File: src/rtl/core/rid_pkg.sv
// ----------------------------------------------------------------------------
// rid_pkg
// Shared types and constants for the router id selector: table geometry,
// transaction payloads, table selects and id source codes.
// ----------------------------------------------------------------------------
package rid_pkg;

  // table geometry
  localparam int TableEntries = 16;
  localparam int IdxW         = (TableEntries > 1) ? $clog2(TableEntries) : 1;

  // address classification
  localparam logic [9:0] LinkLocalTop = 10'h3FA;
  localparam logic [7:0] LoopbackNet  = 8'd127;

  // id source codes
  localparam logic [2:0] SRC_NONE     = 3'd0;
  localparam logic [2:0] SRC_USER     = 3'd1;
  localparam logic [2:0] SRC_LOOPBACK = 3'd2;
  localparam logic [2:0] SRC_IPV4     = 3'd3;
  localparam logic [2:0] SRC_IPV6     = 3'd4;

  // event kinds
  localparam logic KIND_ADD = 1'b0;
  localparam logic KIND_DEL = 1'b1;

  typedef enum logic [1:0] {
    TAB_LOOP = 2'd0,
    TAB_IPV4 = 2'd1,
    TAB_IPV6 = 2'd2
  } tab_sel_t;

  // input transaction
  typedef struct packed {
    logic        kind;
    logic        is_ipv6;
    logic        loopback_interface;
    logic [31:0] address_word;
    logic [9:0]  ipv6_top_bits;
  } cmd_t;

  // result transaction
  typedef struct packed {
    logic [31:0] chosen_id;
    logic [2:0]  id_source;
    logic        add_dropped;
  } result_t;

  // sequencer to table store control
  typedef struct packed {
    tab_sel_t        tsel;
    logic [IdxW-1:0] rd_idx;
    logic            wr_en;
    logic            clr_en;
    logic [IdxW-1:0] wr_idx;
    logic [31:0]     wr_data;
  } store_ctrl_t;

  // shared compare unit results
  typedef struct packed {
    logic hit;
    logic better;
  } cmp_res_t;

endpackage

File: src/rtl/core/router_id_selector.sv
// ----------------------------------------------------------------------------
// router_id_selector
// Tracks interface address add/delete events and selects the router id.
// ----------------------------------------------------------------------------
// Usage:
//   An event transaction is taken on a rising edge with start high and busy
//   low. Ignored addresses (IPv6 not link-local, IPv4 in 127/8) are dropped
//   at once and busy stays low. Otherwise busy rises while a small sequencer
//   walks the tables through one shared compare unit:
//     duplicate / free slot search : every entry of the selected table
//     table update                 : write or clear of one entry
//     max scan, loopback/ipv4/ipv6 : until a table holds a valid entry
//   A new event can be taken in the cycle in which done is high. A result,
//   if any, shows for one cycle with done high;
//   a delete of a key other than the current id produces none.
//   The receiver cannot stall the result.
//   The user id is written on the cfg channel (cfg_valid/cfg_ready), ready
//   whenever busy is low; it takes effect at the next selection.
//   Reset clears the valid bits of all tables, the user id and current id.
// ----------------------------------------------------------------------------
module router_id_selector (
  input  logic             clk,
  input  logic             rst,
  input  logic             start,
  output logic             busy,
  input  rid_pkg::cmd_t    cmd,
  output logic             done,
  output rid_pkg::result_t result,
  input  logic             cfg_valid,
  output logic             cfg_ready,
  input  logic [31:0]      cfg_data
);

  typedef enum logic [3:0] {
    ST_IDLE   = 4'b0001,
    ST_FIND   = 4'b0010,
    ST_UPDATE = 4'b0100,
    ST_SCAN   = 4'b1000
  } state_t;

  localparam logic [rid_pkg::IdxW-1:0] IdxLast = rid_pkg::IdxW'(rid_pkg::TableEntries - 1);

  state_t                     state;
  rid_pkg::tab_sel_t          tsel;
  logic [rid_pkg::IdxW-1:0]   idx;
  logic [31:0]                key;
  logic                       is_del;
  logic                       found;
  logic [rid_pkg::IdxW-1:0]   found_idx;
  logic                       free_any;
  logic [rid_pkg::IdxW-1:0]   free_idx;
  logic                       dropped;
  logic [31:0]                best;
  logic                       have_best;
  logic [31:0]                current_id;
  logic [31:0]                user_id;

  rid_pkg::store_ctrl_t       sctrl;
  logic [31:0]                rd_word;
  logic                       rd_valid;
  rid_pkg::cmp_res_t          cres;

  logic                       accept;
  logic                       ignored;
  logic                       drop_now;
  logic                       idx_last;
  logic                       best_any_next;
  logic [31:0]                best_next;
  logic [2:0]                 scan_src;

  assign busy      = (state != ST_IDLE);
  assign cfg_ready = !busy;
  assign accept    = start && !busy;
  assign idx_last  = (idx == IdxLast);

  // address filter
  always_comb begin
    if (cmd.is_ipv6) begin
      ignored = (cmd.ipv6_top_bits != rid_pkg::LinkLocalTop);
    end else begin
      ignored = (cmd.address_word[31:24] == rid_pkg::LoopbackNet);
    end
  end

  // table store
  always_comb begin
    sctrl.tsel    = tsel;
    sctrl.rd_idx  = idx;
    sctrl.wr_en   = (state == ST_UPDATE) && !is_del && !found && free_any;
    sctrl.clr_en  = (state == ST_UPDATE) && is_del && found;
    sctrl.wr_idx  = is_del ? found_idx : free_idx;
    sctrl.wr_data = key;
  end

  rid_store u_store (
    .clk      (clk),
    .rst      (rst),
    .ctrl     (sctrl),
    .rd_word  (rd_word),
    .rd_valid (rd_valid)
  );

  // shared compare unit: key in the search, running max in the scan
  rid_cmp u_cmp (
    .entry_valid (rd_valid),
    .entry_word  (rd_word),
    .operand     ((state == ST_FIND) ? key : best),
    .have_best   (have_best),
    .res         (cres)
  );

  assign drop_now      = !is_del && !found && !free_any;
  assign best_any_next = have_best || cres.better;
  assign best_next     = cres.better ? rd_word : best;

  // source code of the table being scanned
  always_comb begin
    case (tsel)
      rid_pkg::TAB_LOOP: scan_src = rid_pkg::SRC_LOOPBACK;
      rid_pkg::TAB_IPV4: scan_src = rid_pkg::SRC_IPV4;
      rid_pkg::TAB_IPV6: scan_src = rid_pkg::SRC_IPV6;
      default:           scan_src = rid_pkg::SRC_NONE;
    endcase
  end

  // user id register
  always_ff @(posedge clk) begin
    if (rst) begin
      user_id <= '0;
    end else if (cfg_valid && cfg_ready) begin
      user_id <= cfg_data;
    end
  end

  // sequencer
  always_ff @(posedge clk) begin
    if (rst) begin
      state      <= ST_IDLE;
      done       <= 1'b0;
      current_id <= '0;
      tsel       <= rid_pkg::TAB_LOOP;
      idx        <= '0;
    end else begin
      done <= 1'b0;
      case (state)
        ST_IDLE: begin
          if (accept && !ignored) begin
            state    <= ST_FIND;
            idx      <= '0;
            key      <= cmd.address_word;
            is_del   <= (cmd.kind == rid_pkg::KIND_DEL);
            found    <= 1'b0;
            free_any <= 1'b0;
            if (cmd.is_ipv6) begin
              tsel <= rid_pkg::TAB_IPV6;
            end else if (cmd.loopback_interface) begin
              tsel <= rid_pkg::TAB_LOOP;
            end else begin
              tsel <= rid_pkg::TAB_IPV4;
            end
          end
        end
        // duplicate search and first free slot
        ST_FIND: begin
          if (cres.hit && !found) begin
            found     <= 1'b1;
            found_idx <= idx;
          end
          if (!rd_valid && !free_any) begin
            free_any <= 1'b1;
            free_idx <= idx;
          end
          if (idx_last) begin
            state <= ST_UPDATE;
          end else begin
            idx <= idx + 1'b1;
          end
        end
        // table write or clear, then decide whether to select
        ST_UPDATE: begin
          dropped <= drop_now;
          if (is_del && (key != current_id)) begin
            state <= ST_IDLE;
          end else if (user_id != '0) begin
            state              <= ST_IDLE;
            done               <= 1'b1;
            current_id         <= user_id;
            result.chosen_id   <= user_id;
            result.id_source   <= rid_pkg::SRC_USER;
            result.add_dropped <= drop_now;
          end else begin
            state     <= ST_SCAN;
            tsel      <= rid_pkg::TAB_LOOP;
            idx       <= '0;
            have_best <= 1'b0;
          end
        end
        // running max over loopback, ipv4, ipv6 in priority order
        ST_SCAN: begin
          best      <= best_next;
          have_best <= best_any_next;
          if (idx_last) begin
            idx <= '0;
            if (best_any_next) begin
              state              <= ST_IDLE;
              done               <= 1'b1;
              current_id         <= best_next;
              result.chosen_id   <= best_next;
              result.id_source   <= scan_src;
              result.add_dropped <= dropped;
            end else if (tsel == rid_pkg::TAB_IPV6) begin
              state              <= ST_IDLE;
              done               <= 1'b1;
              current_id         <= '0;
              result.chosen_id   <= '0;
              result.id_source   <= rid_pkg::SRC_NONE;
              result.add_dropped <= dropped;
            end else begin
              tsel      <= (tsel == rid_pkg::TAB_LOOP) ? rid_pkg::TAB_IPV4 : rid_pkg::TAB_IPV6;
            end
          end else begin
            idx <= idx + 1'b1;
          end
        end
        default: begin
          state <= ST_IDLE;
        end
      endcase
    end
  end

endmodule

File: src/rtl/core/rid_store.sv
// ----------------------------------------------------------------------------
// rid_store
// The three address tables (loopback, ipv4, ipv6 link-local) with their
// valid bits; one entry read and one entry written or cleared per cycle.
// ----------------------------------------------------------------------------
module rid_store (
  input  logic                clk,
  input  logic                rst,
  input  rid_pkg::store_ctrl_t ctrl,
  output logic [31:0]         rd_word,
  output logic                rd_valid
);

  logic [31:0] loop_word  [rid_pkg::TableEntries];
  logic [31:0] ipv4_word  [rid_pkg::TableEntries];
  logic [31:0] ipv6_word  [rid_pkg::TableEntries];
  logic [rid_pkg::TableEntries-1:0] loop_valid;
  logic [rid_pkg::TableEntries-1:0] ipv4_valid;
  logic [rid_pkg::TableEntries-1:0] ipv6_valid;

  // word storage, no reset
  always_ff @(posedge clk) begin
    if (ctrl.wr_en) begin
      case (ctrl.tsel)
        rid_pkg::TAB_LOOP: loop_word[ctrl.wr_idx] <= ctrl.wr_data;
        rid_pkg::TAB_IPV4: ipv4_word[ctrl.wr_idx] <= ctrl.wr_data;
        rid_pkg::TAB_IPV6: ipv6_word[ctrl.wr_idx] <= ctrl.wr_data;
        default: ;
      endcase
    end
  end

  // valid bits, set on write and cleared on delete
  always_ff @(posedge clk) begin
    if (rst) begin
      loop_valid <= '0;
      ipv4_valid <= '0;
      ipv6_valid <= '0;
    end else if (ctrl.wr_en || ctrl.clr_en) begin
      case (ctrl.tsel)
        rid_pkg::TAB_LOOP: loop_valid[ctrl.wr_idx] <= ctrl.wr_en;
        rid_pkg::TAB_IPV4: ipv4_valid[ctrl.wr_idx] <= ctrl.wr_en;
        rid_pkg::TAB_IPV6: ipv6_valid[ctrl.wr_idx] <= ctrl.wr_en;
        default: ;
      endcase
    end
  end

  // read port of the selected table
  always_comb begin
    case (ctrl.tsel)
      rid_pkg::TAB_LOOP: begin
        rd_word  = loop_word[ctrl.rd_idx];
        rd_valid = loop_valid[ctrl.rd_idx];
      end
      rid_pkg::TAB_IPV4: begin
        rd_word  = ipv4_word[ctrl.rd_idx];
        rd_valid = ipv4_valid[ctrl.rd_idx];
      end
      rid_pkg::TAB_IPV6: begin
        rd_word  = ipv6_word[ctrl.rd_idx];
        rd_valid = ipv6_valid[ctrl.rd_idx];
      end
      default: begin
        rd_word  = '0;
        rd_valid = 1'b0;
      end
    endcase
  end

endmodule

File: src/rtl/core/rid_cmp.sv
// ----------------------------------------------------------------------------
// rid_cmp
// Shared 32-bit compare unit: key match for the duplicate search and
// running-maximum test for the id scan.
// ----------------------------------------------------------------------------
module rid_cmp (
  input  logic              entry_valid,
  input  logic [31:0]       entry_word,
  input  logic [31:0]       operand,
  input  logic              have_best,
  output rid_pkg::cmp_res_t res
);

  // equal for the search, greater (or first valid) for the scan
  always_comb begin
    res.hit    = entry_valid && (entry_word == operand);
    res.better = entry_valid && (!have_best || (entry_word > operand));
  end

endmodule

File: config.mk
export PLATFORM = sky130hd
export DESIGN_NAME = router_id_selector
export DESIGN_NICKNAME = d
export VERILOG_FILES = /design/src/rtl/core/rid_pkg.sv /design/src/rtl/core/router_id_selector.sv /design/src/rtl/core/rid_store.sv /design/src/rtl/core/rid_cmp.sv
export SDC_FILE = /design/constraint.sdc
export NUM_CORES = 2
export LEC_CHECK = 0
export BUFFER_PORTS_ARGS = -buffer_cell sky130_fd_sc_hd__buf_2
export CORE_AREA = 3 3 515 517
export DETAILED_ROUTE_END_ITERATION = 16
export DIE_AREA = 0 0 518 520
export PLACE_DENSITY = 0.44
export SETUP_SLACK_MARGIN = 0.4
export SKIP_CTS_REPAIR_TIMING = 1
export SYNTH_ARGS = -nofsm -noshare
export SYNTH_HDL_FRONTEND = slang
export SYNTH_SLANG_ARGS = --single-unit
File: constraint.sdc
create_clock -name clk -period 6.4 [get_ports clk]
set_input_delay 1.28 -clock clk [delete_from_list [all_inputs] [get_ports clk]]
set_output_delay 1.28 -clock clk [all_outputs]
set_load 0.005 [all_outputs]
Word level (Yosys, flattened, before mapping):

Memories as Yosys holds them, arrays and structs flattened. A register that Yosys moved wholly into a read port is not among the register bits.
Index checks and enable logic that the tools add are counted.

* add/sub/neg operators: 1
* multipliers: 0
* divide/modulo/power cells: 0
* magnitude comparators: 4
* equal/unequal tests: 24
* shifts and indexed selects: 0
* mux-type cells: 82
* bitwise operators: 1
* reductions and logical operators: 48

Operators by type and width (count)
* two-way mux 32 bit: 7
* two-way mux 36 bit: 5
* case mux 32 bit (3 select lines): 1
* two-way mux 4 bit: 19
* case mux 36 bit (2 select lines): 1
* case mux 32 bit (2 select lines): 1
* bitwise mux 16 bit: 3
* == test 32 bit: 1
* greater-than comparator 32 bit: 1
* inequality test 32 bit: 1
* case mux 4 bit (4 select lines): 2
* nonzero test 32 bit: 1
* two-way mux 1 bit: 24
* logical AND 1 bit: 16
* two-way mux 2 bit: 8
* inequality test 2 bit, second input constant: 8
* AND reduction 4 bit: 4
* binary-select mux 1 bit (select 4 bit): 3
* < comparator 4 x 5 -> 1 bit, second input constant: 2
* inequality test 10 bit, second input constant: 1
* AND reduction 2 bit: 5
* AND reduction 5 bit: 2
* case mux 3 bit (3 select lines): 1
* AND reduction 3 bit: 3
* other kinds (25): 40

* flip-flop bits (word level): 236
* latch bits: 0
* bits in writable memories: 1536
* ROM bits: 0
* input port bits: 81
* output and inout port bits: 39
* logic and storage cells: 184
* memories: 3

Memories
* u_store.ipv4_word: words 16, width 32, read ports 1, clocked after memory_dff 1, write ports 1, RTL line rid_store.sv:15 `logic [31:0] ipv4_word [rid_pkg::TableEntries];`
* u_store.ipv6_word: words 16, width 32, read ports 1, clocked after memory_dff 1, write ports 1, RTL line rid_store.sv:16 `logic [31:0] ipv6_word [rid_pkg::TableEntries];`
* u_store.loop_word: words 16, width 32, read ports 1, clocked after memory_dff 1, write ports 1, RTL line rid_store.sv:14 `logic [31:0] loop_word [rid_pkg::TableEntries];`

Longest topological paths before layout:

* depth after elaboration: 9
* mapped depth: 22

By module:

From an unflattened synthesis, not the netlist that was laid out.

* cell total of the unflattened synthesis: 3985
* area total of the unflattened synthesis: 70891.7 µm²

Modules (own cells, without submodules)
* rid_store: instances 1, cells each 3124, area an instance 61911.9 µm², seq. area each 47085.2 µm²
* router_id_selector: instances 1, cells each 745, area an instance 8154.1 µm², seq. area each 4894.7 µm²
* rid_cmp: instances 1, cells each 116, area an instance 825.8 µm², seq. area each 0.0 µm²

Worst setup path after synthesis:

OpenSTA, ideal clock, no wires.

* path type: register to register
* start: reg (tool-made name)
* end: reg result[4] (netlist name), data pin
* arrival: 4244 ps
* slack: 1887 ps
* cell stages (with the launch flop): 18
* clock period less this slack: 4513 ps
* cells stage by stage: dfxtp_1 > buf_2 > buf_2 > clkbuf_1 > clkbuf_1 > mux4_2 > mux4_2 > nand2_1 > nand2_1 > ha_1 > a21o_1 > a21o_1 > a221o_1 > o31a_1 > o21ai_2 > buf_4 > mux2i_1 > o21ai_0

RTL lines
* to (decl): RTL line router_id_selector.sv:28 `output rid_pkg::result_t result,`

==> impl_metrics.yaml <==
status:
  status: "complete, no violations"
cells_and_area:
  fin_util_pct: 31.4
  seqCellArea_sq_mm: 0.0521
  fill_cells: 25500
  finalNetCount: 4101
  layout.cells.non_filler: 7669
  syn2layout_area_growth_pct: 16.9
  drive_above_1_share_pct: 26.7
  multiInputGateArea_sq_mm: 0.0168
logic_synthesis:
  synth_area_sq_mm: 0.0703
  synth_cells: 3672
  synth-main-ff-cell: "edfxtp_1"
  synth_nets: 3786
  synthDistinctLibCells: 69
  synth_edf_count: 1649
  synth_top_cell_area_share_pct: 70.5
  ys_warn_count: 0
  synth-async-reset-ratio_pct: 0
  yosysMostFrequentCell: "edfxtp_1"
  avgSynthCellArea_sq_um: 19.1
  synth-seq-cells: 1776
  synth_area_leader_cell: "edfxtp_1"
  seq_area_frac_synth_pct: 74.1
  synthTopCellsByArea: "edfxtp_1, mux4_2, dfxtp_1"
  synthTopCellsByCount: "edfxtp_1, mux4_2, nand2_1, mux2i_1, dfxtp_1"
floorplanning:
  core_sq_mm: 0.262
  die_area_sq_mm: 0.269
  initial_core_util_pct: 26.9
  rows: 188
  die_h_um: 520
  ios: 120
  fp.dieW_um: 518
routing:
  viasPerCell: 4.87
  post_drt_wl_per_cell_um: 30.7
  drcViolationCount: 0
  final_antenna_net_count: 0
  firstDrtPassIters: 5
  vias: 37400
  totalWireLength_mm: 236
  drtIter0Drc: 3802
place:
  place_congestion: 0.901
  dp_cells: 7310
  place_hpwl_mm: 151
  port_buffers: 119
critical_path:
  crit_required_ps: 7120
  crit_fanout: 27
  crit_type: "flop to flop"
  critPathLaunchType: "flop"
  cp.arrival_ps: 6320
  worst_path_most_repeated_cell: "o31a_1"
  slowest_delay_ps: 840
  crit_slowest_cell: "a221oi_1"
  crit_chain: "buf_4, mux4_2, mux2_2, a221oi_1, nor3_1, a21o_1, ha_1, nand4_1, or4_1, a21oi_1, o31a_1, o21ai_4, buf_12, o31a_1, a311oi_1"
  endpoint_kind: "flop"
worst_hold_path:
  hold_path.class: "flop to flop"
power:
  irDropWorstVdd_v: 0.000281
  power_uw: 24400
  power.density_mw_per_mm2: 297
  power_leakage_uw: 0.0254
clocking:
  numCtsBuffers: 190
  h-tree-depth: 4
  clk_path_buf_depth: 3
  cts.sinks: 1776
  cts.reportedPaths.clkPinSlew_ps: 60
  clk-insertion-delay-late_ps: 850
  cts_root_buffer: "clkbuf_16"
  cts_tree: "built"
global_routing:
  grt_pass1_wl_mm: 323
  antenna_found_initial: 12
  grt_pass1_vias: 37900
  grt_util_all_layers_pct: 17.2
  grt_max_degree: 81
  overflow: 0
timing:
  finalCritPeriodShare_pct: 87.5
  period_needed_ps: 5600
  clock_skew_ps: 44.7
  rsz0062_at_grt: "no"
  finalSetupViolCount: 0
  hold_viol_final: 0
  maxSlewHeadroom_pct: 19.4
  slew_viol_final: 0
  setup-tns-final_ps: 0
  worstMarginPinSlew_ps: 1200
  max_clock_freq_mhz: 179
run:
  cap_violations: 0
==> state kept, by name, summed over array words and instances (netlist names), 32 cells and up, named ones only <==
signal	count
best	32
current_id	32
key	32
result	36
u_store.ipv4_word	512
u_store.ipv6_word	512
u_store.loop_word	512
user_id	32
==> power breakdown <==
group | switching [uW] | total, uW | internal, uW
clock network | 4750 | 10800 | 6090
logic | 592 | 856 | 263
registers | 61.6 | 12700 | 12600
total | 5400 | 24400 | 19000
==> layout by cell type (no fill, tap or decap), types with 6 or more instances in the layout <==
| cell type | n |
|---|---|
| o21ai_0 | 91 |
| mux2i_1 | 166 |
| xnor2_1 | 32 |
| mux2_2 | 45 |
| nand3_1 | 28 |
| o21ai_1 | 11 |
| clkbuf_16 | 194 |
| buf_2 | 118 |
| bufinv_16 | 11 |
| a21o_1 | 19 |
| nand4_1 | 30 |
| a22oi_1 | 40 |
| nor2b_1 | 21 |
| a221oi_1 | 29 |
| a21oi_1 | 123 |
| o31a_1 | 7 |
| a211oi_1 | 8 |
| clkinv_1 | 48 |
| nor3_1 | 12 |
| inv_2 | 28 |
| nand2_1 | 240 |
| inv_1 | 70 |
| a22o_1 | 9 |
| clkbuf_1 | 33 |
| o22ai_1 | 42 |
| clkinv_2 | 61 |
| nor4_1 | 16 |
| dfxtp_1 | 121 |
| buf_4 | 183 |
| inv_6 | 6 |
| ha_1 | 33 |
| nand2b_1 | 14 |
| buf_12 | 16 |
| edfxtp_1 | 1649 |
| mux4_2 | 397 |
| nor2_1 | 70 |
| clkinvlp_4 | 7 |
==> logic make-up after synthesis <==
group	count (synthesis)	synth area share [%]
multiplexers	608	15.8
AND/OR/NAND/NOR	468	3.02
buffers and inverters	315	2.09
XOR/XNOR	32	0.399
AO/OA/AOI/OAI	440	4.00
flip-flops	1776	74.1
adder cells (fa/ha/maj)	33	0.588
==> per-layer routing <==
metal	vias up	GRT usage [%]	routed length, um
li1	15600	-	-
met2	1209	28.5	114000
met4	6	6.69	10000
met3	341	2.86	13000
met5	-	0	37
met1	20200	22.6	98000
==> through the flow <==
| stage | hold WS, ps | setup WS [ps] | instance area (sq um) |
|---|---|---|---|
| after floorplan | 427 | 1890 | 70300 |
| after global placement | 464 | 814 | 76100 |
| after detailed placement | 467 | 768 | 76100 |
| after CTS | 475 | 743 | 82200 |
| after global routing | 493 | 593 | 82200 |
| final | 474 | 800 | 82200 |
==> layout make-up <==
cell class,instances,share of cell area (%)
Antenna cell,3,0.00914
Clock buffer,232,6.14
Clock inverter,124,1.30
Inverter,121,0.589
Multi-Input combinational cell,1581,20.5
Sequential cell,1776,63.4
Tap cell,3515,5.35
Timing Repair Buffer,317,2.78
==> critical path: cells and delay by family, from the launching register on <==
| family | cells | cell delay (ps) |
|---|---|---|
| adders and majority gates | 1 | 290 |
| DFF | 1 | 720 |
| buffers and inverters | 2 | 620 |
| AOI/OAI and AO/OA | 7 | 2160 |
| and+or+nand+nor | 3 | 810 |
| muxes | 2 | 840 |
==> worst paths after layout <==
kind                                            from                                 end  slack, ps  cells past startpoint
setup / recovery                                flop         current_id[22]$_SDFFE_PP0P_        800                     15
hold / removal    u_store.ipv6_valid[2]$_SDFFE_PP0P_  u_store.ipv6_valid[2]$_SDFFE_PP0P_        470                      2
setup reg to reg                                flop         current_id[22]$_SDFFE_PP0P_        800                     15
hold reg to reg   u_store.ipv6_valid[2]$_SDFFE_PP0P_  u_store.ipv6_valid[2]$_SDFFE_PP0P_        470                      2
Note: power is estimated with default switching activity, not from simulation.
